[config.mk]
export PLATFORM = sky130hd
export DESIGN_NAME = cfgnms_iou
export DESIGN_NICKNAME = d
export VERILOG_FILES = /design/src/design/cfgnms_pkg.sv /design/src/design/cfgnms_iou.sv
export SDC_FILE = /design/constraint.sdc
export NUM_CORES = 2
export LEC_CHECK = 0
export BUFFER_PORTS_ARGS = -buffer_cell sky130_fd_sc_hd__buf_2
export CAP_MARGIN = 20
export CORE_ASPECT_RATIO = 0.5
export CORE_MARGIN = 2
export CORE_UTILIZATION = 48
export DETAILED_ROUTE_END_ITERATION = 8
export PLACE_DENSITY = 0.74
export SYNTH_ARGS = -nofsm -noshare
export SYNTH_HDL_FRONTEND = slang
export SYNTH_SLANG_ARGS = --single-unit
[constraint.sdc]
create_clock -name i_clk -period 10.47 [get_ports i_clk]
set_input_delay 3.141 -clock i_clk [delete_from_list [all_inputs] [get_ports i_clk]]
set_output_delay 3.141 -clock i_clk [all_outputs]
set_load 0.02 [all_outputs]
[src/design/cfgnms_pkg.sv]
// ----------------------------------------------------------------------------
// cfgnms_pkg: shared constants and types
// Sizes, register indexes and the packed entry layout of the NMS block.
// ----------------------------------------------------------------------------
package cfgnms_pkg;
    localparam int MAX_BOXES = 64;
    localparam int AW = (MAX_BOXES > 1) ? $clog2(MAX_BOXES) : 1;
    localparam int CW = $clog2(MAX_BOXES + 1);
    localparam int GEO_W = 62;
    localparam int ENT_W = GEO_W + 12 + 1 + 1;
    localparam logic [0:0] REG_TARGET_CLASS = 1'b0;
    localparam logic [0:0] REG_IOU_THRESHOLD = 1'b1;

    // IoU comparison request passed to the test unit
    typedef struct packed {
        logic        start;
        logic [GEO_W-1:0] geo_a;
        logic [GEO_W-1:0] geo_b;
    } t_iou_req;
endpackage

[src/design/cfgnms_iou.sv]
// ----------------------------------------------------------------------------
// cfgnms_iou: pipelined overlap test
// Four stages: overlap and areas, intersection, union, products; the compare is combinational.
// ----------------------------------------------------------------------------
module cfgnms_iou (
    input  logic                     i_clk,
    input  logic                     i_rst_n,
    input  cfgnms_pkg::t_iou_req     i_req,
    input  logic [16:0]              i_thr,
    output logic                     o_done,
    output logic                     o_close
);
    logic [3:0] r_vld;
    logic signed [17:0] r_iw, r_ih;
    logic [29:0] r_a0, r_a1;
    logic [29:0] r_inter;
    logic [29:0] r_a0b, r_a1b;
    logic signed [32:0] r_uni;
    logic [29:0] r_inter2;
    logic [47:0] r_lhs;
    logic signed [51:0] r_rhs;

    logic signed [17:0] x0, y0, x1, y1, r0, r1, b0, b1, iw, ih;
    logic [14:0] w0, h0, w1, h1;

    always_comb begin
        x0 = 18'(signed'(i_req.geo_a[15:0]));
        y0 = 18'(signed'(i_req.geo_a[31:16]));
        w0 = i_req.geo_a[46:32];
        h0 = i_req.geo_a[61:47];
        x1 = 18'(signed'(i_req.geo_b[15:0]));
        y1 = 18'(signed'(i_req.geo_b[31:16]));
        w1 = i_req.geo_b[46:32];
        h1 = i_req.geo_b[61:47];
        r0 = x0 + signed'({3'b0, w0});
        r1 = x1 + signed'({3'b0, w1});
        b0 = y0 + signed'({3'b0, h0});
        b1 = y1 + signed'({3'b0, h1});
        iw = ((r0 < r1) ? r0 : r1) - ((x0 > x1) ? x0 : x1);
        ih = ((b0 < b1) ? b0 : b1) - ((y0 > y1) ? y0 : y1);
    end

    always_ff @(posedge i_clk) begin
        if (!i_rst_n) begin
            r_vld <= '0;
        end else begin
            r_vld <= {r_vld[2:0], i_req.start};
        end
        // stage 1: clamp overlap, areas
        r_iw <= iw[17] ? 18'sd0 : iw;
        r_ih <= ih[17] ? 18'sd0 : ih;
        r_a0 <= w0 * h0;
        r_a1 <= w1 * h1;
        // stage 2: intersection
        r_inter <= 30'(r_iw[15:0] * r_ih[15:0]);
        r_a0b <= r_a0;
        r_a1b <= r_a1;
        // stage 3: union, intersection carried along
        r_uni <= 33'(signed'({1'b0, r_a0b}) + signed'({1'b0, r_a1b})
                 - signed'({1'b0, r_inter}));
        r_inter2 <= r_inter;
        // stage 4 prepared below in two halves
        r_lhs <= {r_inter2, 16'b0, 2'b0} >> 2;
        r_rhs <= 52'(signed'({1'b0, i_thr}) * r_uni);
    end

    logic r_uni_pos;
    always_ff @(posedge i_clk) begin
        r_uni_pos <= (r_uni > 33'sd0);
    end

    assign o_done  = r_vld[3];
    assign o_close = r_uni_pos && (signed'({4'b0, r_lhs}) > r_rhs);
endmodule

== After elaboration in Yosys (flattened, before gate mapping) ==
Cells that the tools add are included.
Operators by class
  add/sub/neg operators: 8
  multiply operators: 4
  divide/modulo/power cells: 0
  magnitude comparators: 6
  eq/ne operators: 0
  shift-type cells: 0
  muxes and demuxes: 4
  bitwise gates (word level): 0
  reductions and logical operators: 1
Operators with widths (number)
  $mux W18: 4
  $add A16 B16 Y17: 4
  $mul A15 B15 Y30: 2
  $gt A47 B50 Y1: 1
  $mul A18 B32 Y50: 1
  $sub A18 B18 Y18: 2
  $lt A17 B17 Y1: 2
  $gt A16 B16 Y1: 2
  $gt A32 B1 Y1 const B: 1
  $sub A31 B30 Y32: 1
  $add A30 B30 Y31: 1
  $mul A16 B16 Y30: 1
  $logic_and A1 B1 Y1: 1
Storage, ports and cells
  register bits: 329
  bits in latches: 0
  bits in writable memories: 0
  ROM bits: 0
  input bits: 144
  output and inout bits: 2
  logic and storage cells: 36
  memories kept: 0

== Logic depth before layout (Yosys ltp) ==
  word-level depth: 4
  depth in mapped cells: 32
  depth with buffers taken out: 31

== Worst setup path after synthesis ==
OpenSTA, ideal clock, no wires.
  kind: in2reg
  from: input i_req[33] (netlist name)
  to: register r_iw[10]
  library setup time: 0.117 ns
  arrival: 9.403 ns
  data required time: 10.353 ns
  path slack: 0.949 ns
  stages on the path: 28
  buffers on the path: 3
  cells stage by stage: clkbuf_1 > inv_1 > fa_1 > nor2b_4 > o31a_1 > o41a_1 > a311o_2 > o31a_1 > a21oi_1 > o21bai_1 > a211oi_1 > inv_1 > ha_1 > nor2b_1 > o21ai_0 > o221ai_4 > buf_8 > mux2i_1 > ha_1 > a21o_1 > a21o_1 > a2111oi_1 > o211a_1 > nor3_1 > or3_1 > o31ai_1 > buf_2 > nor2_1
Between the ends
  longest elaborated chain between the ends: 4
Ends and longest elaborated chain
  start, declared: RTL line cfgnms_iou.sv:8  | input cfgnms_pkg::t_iou_req i_req,
  $add A16 B16 Y17 (*): RTL line cfgnms_iou.sv:36  | r1 = x1 + signed'({3'b0, w1});
  $lt A17 B17 Y1: RTL line cfgnms_iou.sv:39  | iw = ((r0 < r1) ? r0 : r1) - ((x0 > x1) ? x0 : x1);
  $mux W18 (*): RTL line cfgnms_iou.sv:39
  $sub A18 B18 Y18 (*): RTL line cfgnms_iou.sv:39
  end signal, assigned: RTL line cfgnms_iou.sv:50  | r_iw <= iw[17] ? 18'sd0 : iw;
  end, declared: RTL line cfgnms_iou.sv:14  | logic signed [17:0] r_iw, r_ih;
Every way passes the cells marked *; elsewhere a longest branch is shown, timed or not.
A chain may end at the register's enable or synchronous reset.

== Worst setup path in the final report ==
  from: input i_req[78] (netlist name)
  to: register r_ih[4]
Between the ends
  longest elaborated chain between the ends: 4
  elaborated cells between the ends (all ways): 6
  classes of those cells: 2 x add/sub; 2 x order compare; 2 x mux
Ends and longest elaborated chain
  $add A16 B16 Y17: RTL line cfgnms_iou.sv:37  | b0 = y0 + signed'({3'b0, h0});
  $lt A17 B17 Y1: RTL line cfgnms_iou.sv:40  | ih = ((b0 < b1) ? b0 : b1) - ((y0 > y1) ? y0 : y1);
  $mux W18: RTL line cfgnms_iou.sv:40
  $sub A18 B18 Y18 (*): RTL line cfgnms_iou.sv:40
  end signal, assigned: RTL line cfgnms_iou.sv:51  | r_ih <= ih[17] ? 18'sd0 : ih;
  end, declared: RTL line cfgnms_iou.sv:14
Marks and branches as above.

==> results.yml <==
synthesis:
  syn_avg_cell_area_um2: 9.022
  ys_seq_elements: 329
  ys_top_cells_by_area: "fa_1, ha_1, dfxtp_1, inv_1, nand2_1"
  yosysTopAreaCellShare_pct: 37.78
  synth_cell_types: 75
  synthFlopType: "dfxtp_1"
  netlist_area_um2: 57440
  synth_warnings: 0
  netlist_instances: 6367
  synth_area_leader_cell: "fa_1"
  postSynth.asyncResetShare_pct: 0
  seq_area_frac_synth_pct: 11.47
  synth_edf_count: 0
  synth_fp_nets: 8211
outcome:
  violations: "DRC"
  status: "finished, violations left"
clock_network:
  root_buffer: "clkbuf_16"
  h-tree-depth: 2
  cts_buffer_depth: 3
  holdBufCountCts: 0
  clk-insertion-delay-late_ns: 0.55
  tritoncts: "yes"
  cts_buffers: 35
  cts_resized: 0
  path_clk_slew_ns: 0.06
  cts_num_sinks: 329
  post_cts_buffers: 0
sta:
  worst_slew_pin_slew_ns: 1.092
  max_clock_freq_mhz: 102.6
  finalHoldViolations: 0
  fin_hold_ws_ns: 0.3190
  fin_tns_setup_ns: 0
  min_period_over_period_pct: 93.07
  skew_ns: 0.02566
  period_needed_ns: 9.745
  drv_slew: 0
  rsz0062_at_grt: "no"
  slew_headroom_pct: 27.08
  setup_viol: 0
place:
  io_buffers: 145
  dpl.hpwl_um: 119200
  gp_congestion: 0.9266
worst_setup_path:
  crit_path_top_delay_cell: "o21ai_1"
  rrSetupSlack_ns: 3.11
  critical_path_class: "input port to register"
  timing.rr.start: "r_iw[12]"
  startpoint_type: "input port"
  endpoint: "r_ih[4]"
  cp-startpoint: "i_req[78]"
  end_kind: "register"
  slowest_delay_ns: 0.82
  crit_required_ns: 10.84
  rr_worst_depth: 22
  worstPathArrival_ns: 10.11
  critPathMostFrequentCell: "o21ai_0"
  timing.rr.end: "r_inter[29]"
  path_max_fanout: 16
die:
  die_w_um: 493.2
  start_util_pct: 48.57
  fp-row-count: 89
  die_area_um2: 122600
  coreArea_um2: 118300
  ios: 146
  die_y_um: 248.6
hold_path:
  hold_class: "register to register"
route:
  wl_per_cell_um: 18.17
  wl_um: 145100
  remaining_drc_errors: 6
  vias: 42250
  drt_iter0_markers: 2920
  avgViaCountPerCell: 5.291
  dr.pass1.iters: 9
  ant_nets: 0
global_route:
  grt_overflow: 0
  grt_max_degree: 33
  grt_pass1_wl_um: 237700
  track_usage_pct: 24.35
  antenna_found_initial: 23
  grt_pass1_vias: 43550
layout:
  finalNetCount: 8209
  final_common_cell: "inv_1"
  fill_cells: 10730
  final_core_util_pct: 51.34
  area_delta_synth_final_pct: 5.709
  multiInputGateArea_um2: 44760
  drive_gt1_share_pct: 4.086
  regArea_um2: 6586
  final_cell_mix: "inv_1, fa_1, nand2_1"
job:
  cap_violations: 0
==> cells by family (layout without fill, tap and decap cells) <==
family	after synthesis	count (layout)	share of synthesized area [%]
adders and majority gates	1702	1702	51.24
xor gates and xnor gates	231	231	3.522
muxes	62	62	1.102
and+or+nand+nor	1763	1763	14.54
DFF	329	329	11.47
buffers and inverters	1619	1639	10.61
other	0	7	0
AOI/OAI and AO/OA	661	661	7.532
==> final cells by class <==
cell class | count | share of cell area (%)
antenna | 7 | 0.02885
multi-input combinational | 4419 | 73.72
tap | 1592 | 3.281
inverter | 1403 | 8.673
clock inverter | 14 | 0.2741
clock buffer | 45 | 1.587
timing repair buffer | 177 | 1.591
sequential | 329 | 10.85
==> Yosys cell counts, types with 20 or more instances <==
library cell and number:
o21ai_0 99, nand2_1 902, and3_1 23, nand3_1 37, inv_1 1403, and2_1 438
a21oi_1 206, mux2i_1 52, nand2b_1 32, a21o_1 109, a211oi_1 20, o21a_1 40
nand4_1 29, fa_1 1084, xnor2_1 152, o21bai_1 27, clkbuf_1 211, dfxtp_1 329
nor2b_1 37, nor2_1 150, nor3_1 49, xor2_1 79, o211ai_1 20, ha_1 616
==> stage by stage <==
| stage | instance area, µm² | worst slack (ns) | instances |
|---|---|---|---|
| after floorplan | 57440 | 0.9491 | 6367 |
| after global placement | 59570 | 0.6093 | 7920 |
| after detailed placement | 59570 | 0.3839 | 7920 |
| after CTS | 60700 | 0.9468 | 7979 |
| after global routing | 60710 | 0.1522 | 7982 |
| final | 60720 | 0.7254 | 7986 |
==> state kept, by name (all words and copies together) (netlist names) <==
signal	count
r_rhs	50
r_uni	32
r_a0	30
r_a0b	30
r_a1	30
r_a1b	30
r_inter2	30
r_inter	30
r_lhs	30
r_ih	16
r_iw	16
r_vld	4
r_uni_pos	1
==> per-layer routing <==
| layer | wire length, µm | GRT usage [%] | vias up |
|---|---|---|---|
| met5 | 76 | 0 | - |
| met2 | 64500 | 38.13 | 1582 |
| met3 | 13000 | 4.839 | 241 |
| li1 | - | - | 19430 |
| met1 | 63660 | 34.53 | 20990 |
| met4 | 3902 | 6.205 | 12 |
==> worst max-delay path, delay by kind of cell <==
kind,cells,cell delay (ns)
AND/OR/NAND/NOR,8,1.52
buffers and inverters,2,0.19
XOR/XNOR,1,0.20
adder cells (fa/ha/maj),5,1.15
AO/OA/AOI/OAI,14,3.89
==> how the worst min path moves through the flow <==
| stage | startpoint | cells past startpoint | slack [ns] | end |
|---|---|---|---|---|
| after floorplan | r_a0[0] | 0 | 0.31 | r_a0b[0] |
| after global placement | r_inter2[4] | 0 | 0.31 | r_lhs[20] |
| after detailed placement | r_a1[19] | 0 | 0.31 | r_a1b[19] |
| after CTS | r_a0[17] | 0 | 0.32 | r_a0b[17] |
| after global routing | r_inter2[26] | 0 | 0.33 | r_lhs[42] |
| final | r_a0[17] | 0 | 0.32 | r_a0b[17] |
Power is not shown: default switching activity piles up to over one toggle a cycle in this logic, so the estimate is an artifact.
