**src/design/cfgnms_ram.sv**
```systemverilog
// ----------------------------------------------------------------------------
// cfgnms_ram: generic single-port RAM
// One access per cycle at a single address (a write also reads the old word); read data registered.
// ----------------------------------------------------------------------------
module cfgnms_ram #(
    parameter int WIDTH = 8,
    parameter int DEPTH = 16
) (
    input  logic                     i_clk,
    input  logic                     i_we,
    input  logic [$clog2(DEPTH)-1:0] i_addr,
    input  logic [WIDTH-1:0]         i_wdata,
    output logic [WIDTH-1:0]         o_rdata
);
    logic [WIDTH-1:0] r_mem [DEPTH];

    always_ff @(posedge i_clk) begin
        if (i_we) begin
            r_mem[i_addr] <= i_wdata;
        end
        o_rdata <= r_mem[i_addr];
    end
endmodule

```
**config.mk**
```make
export PLATFORM = sky130hd
export DESIGN_NAME = cfgnms_ram
export DESIGN_NICKNAME = d
export VERILOG_FILES = /design/src/design/cfgnms_ram.sv
export SDC_FILE = /design/constraint.sdc
export NUM_CORES = 1
export LEC_CHECK = 0
export BUFFER_PORTS_ARGS = -buffer_cell sky130_fd_sc_hd__buf_2
export CORE_UTILIZATION = 40
export CTS_CLUSTER_DIAMETER = 30
export DETAILED_ROUTE_END_ITERATION = 16
export PLACE_DENSITY_LB_ADDON = 0.08
export REMOVE_ABC_BUFFERS = 1
export SYNTH_ARGS = -nofsm -noshare
export SYNTH_HDL_FRONTEND = slang
export SYNTH_SLANG_ARGS = --single-unit
```
**constraint.sdc**
```tcl
create_clock -name i_clk -period 2.9 [get_ports i_clk]
set_input_delay 0.58 -clock i_clk [delete_from_list [all_inputs] [get_ports i_clk]]
set_output_delay 0.58 -clock i_clk [all_outputs]
set_load 0.005 [all_outputs]
```
# After elaboration in Yosys (flattened, before gate mapping)
# Memories as Yosys holds them, arrays and structs flattened. A register that Yosys moved wholly into a read port is not among the register bits.
# Index checks and enable logic that the tools add are counted.
[classes]
n_mux = 2
[op_table]
columns = ["op", "n"]
rows = [
  ["$mux 1", 2],
]
[totals]
out_inout_bits = 8
elab_cells = 3
regBits = 0
mem_bits_rw = 128
in_bits = 14
mem_count = 1
[memory_table]
columns = ["name", "depth", "word_bits", "read_ports", "rd_ports_with_merged_regs", "write_ports", "line_no", "source"]
rows = [
  ["r_mem", 16, 8, 1, 1, 1, "15", "logic [WIDTH-1:0] r_mem [DEPTH];"],
]

# Depth between registers and ports, before layout
# Gate-level depths: netlist of the first run.
[depth]
depth_word = 2
ltp_mapped = 5
ltp_nobuf = 3

# Worst setup path after synthesis of the first run
# No wires, ideal clock.
[synth_timing]
kind = "input to register"
startpoint = "input i_addr[2]"
endpoint = "memory r_mem[0][0] (enable)"
setup_ns = 0.383
arrival_ns = 1.690
path_slack_ns = 0.827
cell_stages = 2
required_time_ns = 2.517
n_path_buf = 0
path_cell_list = "or3b_2 nor3_1"
[synth_rtl]
columns = ["element", "line_no", "source"]
rows = [
  ["start, declared", "11", "input logic [$clog2(DEPTH)-1:0] i_addr,"],
  ["end, declared", "15", ""],
]
# Straight into the memory's write port.

# Final worst setup path of the first run
[layout_timing]
startpoint = "input i_addr[2]"
endpoint = "memory r_mem[2][1] (enable)"
# Straight into the memory's write port.

==> results of run 1 <==
-- final timing paths --
path | startpoint | end | slack [ns]
hold reg to reg | r_mem[12][0] | o_rdata[0] | 0.67
setup reg to reg | r_mem[11][4] | o_rdata[4] | 1.55
hold / removal | i_wdata[0] | r_mem[4][0] | 0.55
setup / recovery | i_addr[2] | r_mem[2][1] | 1.01
-- synth_stat cells --
| cell | count |
|---|---|
| buf_6 | 2 |
| a22oi_1 | 16 |
| nor2_1 | 13 |
| mux4_2 | 32 |
| nand2b_1 | 2 |
| and2_1 | 1 |
| clkbuf_2 | 1 |
| nand3_1 | 1 |
| clkbuf_1 | 2 |
| or3b_2 | 1 |
| nand3b_1 | 2 |
| nor3_1 | 4 |
| buf_2 | 2 |
| buf_1 | 4 |
| dfxtp_1 | 8 |
| nand2_1 | 9 |
| edfxtp_1 | 128 |
| nor2b_1 | 2 |
-- kinds of logic after synthesis --
kind of cell           after synthesis  share of synthesized area [%]
DFF                                136                          79.01
and+or+nand+nor                     35                          3.210
muxes                               32                          14.22
AOI/OAI and AO/OA                   16                          2.370
buffers and inverters               11                          1.185
-- flip-flops by register name, indices dropped and copies added (netlist names) --
signal	cells
o_rdata	8
r_mem	128
-- power groups by stage --
stage	registers, mW	logic, mW	clock network (mW)
finish	2.21	0.205	2.16
global route	2.21	0.225	2.28
CTS	2.21	0.211	2.19
detailed placement	2.25	0.209	0
global placement	2.25	0.209	0
floorplan	2.25	0.0905	0
-- worst max-delay path, delay by kind of cell --
kind | cells | cell delay (ns)
buffers and inverters | 1 | 0.14
and+or+nand+nor | 2 | 1.21
-- stage by stage --
| stage | instance area (um2) | setup WS (ns) | power (mW) |
|---|---|---|---|
| after floorplan | 5007 | 0.8271 | 2.340 |
| after global placement | 5525 | 0.5514 | 2.462 |
| after detailed placement | 5525 | 0.5173 | 2.462 |
| after CTS | 6123 | 0.9636 | 4.618 |
| after global routing | 6126 | 0.9000 | 4.718 |
| final | 6128 | 1.006 | 4.581 |
-- layer usage --
metal | GRT usage [%] | vias to the layer above
met1 | 24.43 | 1262
li1 | - | 1080
met3 | 5.453 | 17
met2 | 25.74 | 50
met4 | 8.658 | 0
met5 | 0 | -
-- area by class of cell --
| cell class | instances | area share (%) |
|---|---|---|
| multi-input combinational | 83 | 16.37 |
| clock inverter | 10 | 2.021 |
| timing repair buffer | 48 | 5.022 |
| sequential | 136 | 65.33 |
| tap | 168 | 3.430 |
| clock buffer | 22 | 7.738 |
| antenna | 2 | 0.08167 |
==> results.md, run 1 <==
* Period utilization at 65.32%
* Via Count at 2,409
* Type of origin of the critical path: input port
* ANT nets after route at 0
* Worst slew margin at 40.39%
* DR iter-0 viols at 172
* DP Wirelength at 6.793 mm
* Max Clk Rate at 527.9 MHz
* Yosys warning count at 0
* H-tree depth at 4
* Max-slew violations at 0
* Clk buf depth at 2
* CP arrival at 1.94 ns
* Post-synth top area share at 75.85%
* Required @ worst endpoint at 2.94 ns
* Seq/Total Area, Yosys at 79.01%
* FILL cells at 995
* Final WL at 10.21 mm
* Post-Route Skew at 0.004916 ns
* Cts hold-fix bufs at 0
* Most frequent cells in the layout: edfxtp_1, mux4_2, buf_4
* Met3 wire length at 484 um
* LEAKAGE at 2.060 nW
* Status: completed
* Share of cells above drive strength 1 at 36.79%
* Hold slack at 0.5498 ns
* Num CTS Buffers at 17
* Crit-path cells: buf_2 -> or3b_2 -> nor2_1
* Post-synth top area cell: edfxtp_1
* Setup CP Type: input port to flip-flop
* Worst-path maximum fanout at 8
* Crit end category: flip-flop
* CP max-delay cell: nor2_1
* Post-synth cell types at 18
* Gates resized, CTS repair at 0
* Area of the multi-input gates at 1003 um2
* Final hold vios at 0
* Clock share of power at 47.2%
* Vias in the first global route at 2,535
* TritonRoute pass-1 iters at 4
* Clock Latency Late Sink at 0.42 ns
* Seq pwr share at 48.3%
* Wire length per cell at 21.76 um
* DR vias/cell at 5.136
* Clock root cell: clkbuf_16
* Worst-margin pin slew at 0.8909 ns
* Max Cap Violations at 0
* Tot GR Track Use at 17.75%
* Largest net degree at the start of global routing at 17
* Final non-filler cell total at 469
* Mean Syn Cell Area at 22.03 um2
* Setup tns final at 0 ns
* Pwr Density at 747.5 nW/um2
* Setup bufs post-CTS at 0
* Final Util at 50.39%
* DRC errors left at 0
* CTS tree: done
* Reg2reg path depth at 3
* First-pass GRT wire length at 15.57 mm
* Gate power share at 4.5%
* Met2 WL at 4.772 mm
* Tmin final at 1.894 ns
* RSZ-0062 raised after global routing: no
* Final nets at 300
* Reg clk slew, reported paths at 0.05 ns
* Global route overflow at 0
* IO Port Bufs at 21
* Worst VDD drop at 0.0003797 V
* Initial antenna violation count at 2
* Worst Hold Class: input port to flip-flop
* FF/Latch Area at 4004 um2
* Cell Count Post-Placement at 435
* Top cells by area, synth: edfxtp_1, mux4_2, dfxtp_1
* Post-Syn Instances at 230
* Chip Width at 114.6 um
* Row count at 40
* IO Count at 22
* Hold depth at 1
* Core ar. at 12,160 um2
* Mapped cell area at 5067 um2
* RePlAce Congestion at 0.7177
* Commonest non-fill, non-tap cell in the layout: edfxtp_1
* Syn-to-layout area delta at 20.94%
* Wl on met1 at 4.725 mm
* Sw power at 0.8873 mW
* DIE AREA at 13,120 um2
* Sink Count at 136
* Die Ht at 114.6 um
* Largest stage delay, worst path at 0.70 ns
* Sw Ratio at 19.37%
* Setup violators final at 0
* Top sig layer: met4
* Initial Utilization at 41.67%
* Pint at 3.693 mW
* Synthesis-stage register bit count at 136
(Power assumes the default switching activity.)
==> run 2, diff against run 1 <==
- clock period: 2.9 -> 1.9 ns (I/O delays scaled with it)
==> results.md, run 2 (synthesized netlist as in run 1, its figures left out) <==
* LEAKAGE at 2.075 nW
* Reg2reg path depth at 3
* Row count at 40
* Wire length per cell at 20.13 um
* Vias in the first global route at 2,548
* Core ar. at 12,160 um2
* Period utilization at 68.40%
* Top flop regs: r_mem x128, o_rdata x8
* FILL cells at 966
* Worst-path maximum fanout at 7
* Gate power share at 4.5%
* First-pass GRT wire length at 14.48 mm
* Cell family with most CP delay: multiplexers
* Cell Area, Placed at 5555 um2
* RSZ-0062 raised after global routing: no
* Final instance area at 6177 um2
* Clock Latency Late Sink at 0.40 ns
* DIE AREA at 13,120 um2
* Commonest non-fill, non-tap cell in the layout: edfxtp_1
* Tmin final at 1.300 ns
* Most frequent cells in the layout: edfxtp_1, mux4_2, buf_4
* Required @ worst endpoint at 2.19 ns
* Sw Ratio at 18.47%
* Seq pwr share at 48.1%
* Status: completed
* IO Count at 22
* Buf+Inv Stages, Crit Path at 2
* Crit end category: flip-flop
* Worst VDD drop at 0.0006722 V
* Sink Count at 136
* Cell Count Post-Placement at 434
* Type of origin of the critical path: input port
* Num CTS Buffers at 17
* Hold Path Sink: r_mem[15][7]
* Pre-CTS setup slack at 0.1730 ns
* Final hold vios at 0
* Hold depth at 1
* Tot GR Track Use at 16.19%
* CP arrival at 1.59 ns
* CP max-delay cell: mux4_2
* TritonRoute pass-1 iters at 4
* Pwr Density at 1137 nW/um2
* DP Wirelength at 6.224 mm
* Largest stage delay, worst path at 0.51 ns
* Setup bufs post-CTS at 0
* Final WL at 9.402 mm
* Sw power at 1.298 mW
* Max-slew violations at 0
* H-tree depth at 4
* ANT nets after route at 0
* Min-delay src: i_wdata[7]
* Cts hold-fix bufs at 0
* R2r endpoint: o_rdata[7]
* Pint at 5.728 mW
* Hold slack at 0.3636 ns
* Gates resized, CTS repair at 0
* Setup CP Type: input port to flip-flop
* Clock root cell: clkbuf_16
* DRC errors left at 0
* Chip Width at 114.6 um
* Crit-path cells: buf_2 -> buf_4 -> mux4_2 -> a22oi_1 -> nand2_1
* Final non-filler cell total at 467
* Crit Reg-Reg Startpoint: r_mem[3][7]
* Worst-margin pin slew at 0.7790 ns
* Initial Utilization at 41.67%
* Worst slew margin at 47.96%
* Max Clk Rate at 769.5 MHz
* Reg clk slew, reported paths at 0.05 ns
* Die Ht at 114.6 um
* DR iter-0 viols at 154
* Share of cells above drive strength 1 at 36.91%
* Biggest register: r_mem
* CP Depth at 5
* Register-to-register setup slack at 0.62 ns
* Syn-to-layout area delta at 21.90%
* Worst Hold Class: input port to flip-flop
* Clock share of power at 47.4%
* Max Cap Violations at 0
* Setup violators final at 0
* Clk buf depth at 2
* Via Count at 2,336
* RePlAce Congestion at 0.7333
* Initial antenna violation count at 0
* Max reg flops at 128
* CTS tree: done
* Final nets at 299
* Global route overflow at 0
* Post-Route Skew at 0.007526 ns
* Setup tns final at 0 ns
* Largest net degree at the start of global routing at 40
* DR vias/cell at 5.002
* Final setup margin at 0.6004 ns
* IO Port Bufs at 21
==> run 2: changes by cell type in the layout (fill, tap and decap cells not counted) <==
cell        before  now
clkinv_2         6    4
clkinv_1         1    0
buf_12           0    3
clkbuf_8         3    5
diode_2          2    1
clkinvlp_4       0    1
buf_4           27   23
==> run 2: power groups by stage <==
stage / combinational, mW / clock (mW) / sequential [mW]
2_1_floorplan: 0.138 / 0 / 3.43
3_3_place_gp: 0.323 / 0 / 3.44
3_5_place_dp: 0.324 / 0 / 3.44
4_1_cts: 0.324 / 3.41 / 3.38
5_1_grt: 0.347 / 3.53 / 3.38
6_report: 0.316 / 3.33 / 3.38
==> run 2: cell type report <==
class / count / area, um2 / area share (%)
Antenna cell: 1 / 2.502 / 0.04051
Clock buffer: 24 / 501.7 / 8.122
Timing Repair Buffer: 47 / 337.8 / 5.469
Multi-Input combinational cell: 83 / 1003 / 16.24
Clock inverter: 8 / 117.6 / 1.904
Sequential cell: 136 / 4004 / 64.82
Tap cell: 168 / 210.2 / 3.403
==> run 2: worst register-to-register path, stage by stage (launching register included) <==
cell and delay, ns:
edfxtp_1 0.36, mux4_2 0.47, a22oi_1 0.26, nand2_1 0.08
==> run 2: per-stage QoR <==
step	utilization [%]	power [mW]
floorplan	-	3.571
global placement	45.68	3.760
detailed placement	45.68	3.762
CTS	50.77	7.108
global route	50.77	7.262
finish	50.79	7.026
==> run 2: metal layers <==
layer	GRT usage, %	vias to the layer above	wire, um
met4	7.013	0	78
met1	21.46	1196	4313
met2	24.81	62	4558
li1	-	1072	-
met3	4.976	6	451
met5	0	-	0
==> run 2: worst max path at each step <==
stage | from | endpoint
floorplan | i_addr[2] | r_mem[0][0]
global placement | i_addr[0] | o_rdata[6]
detailed placement | i_addr[0] | o_rdata[2]
CTS | r_mem[3][7] | o_rdata[7]
global route | i_addr[3] | o_rdata[6]
finish | i_addr[0] | o_rdata[1]
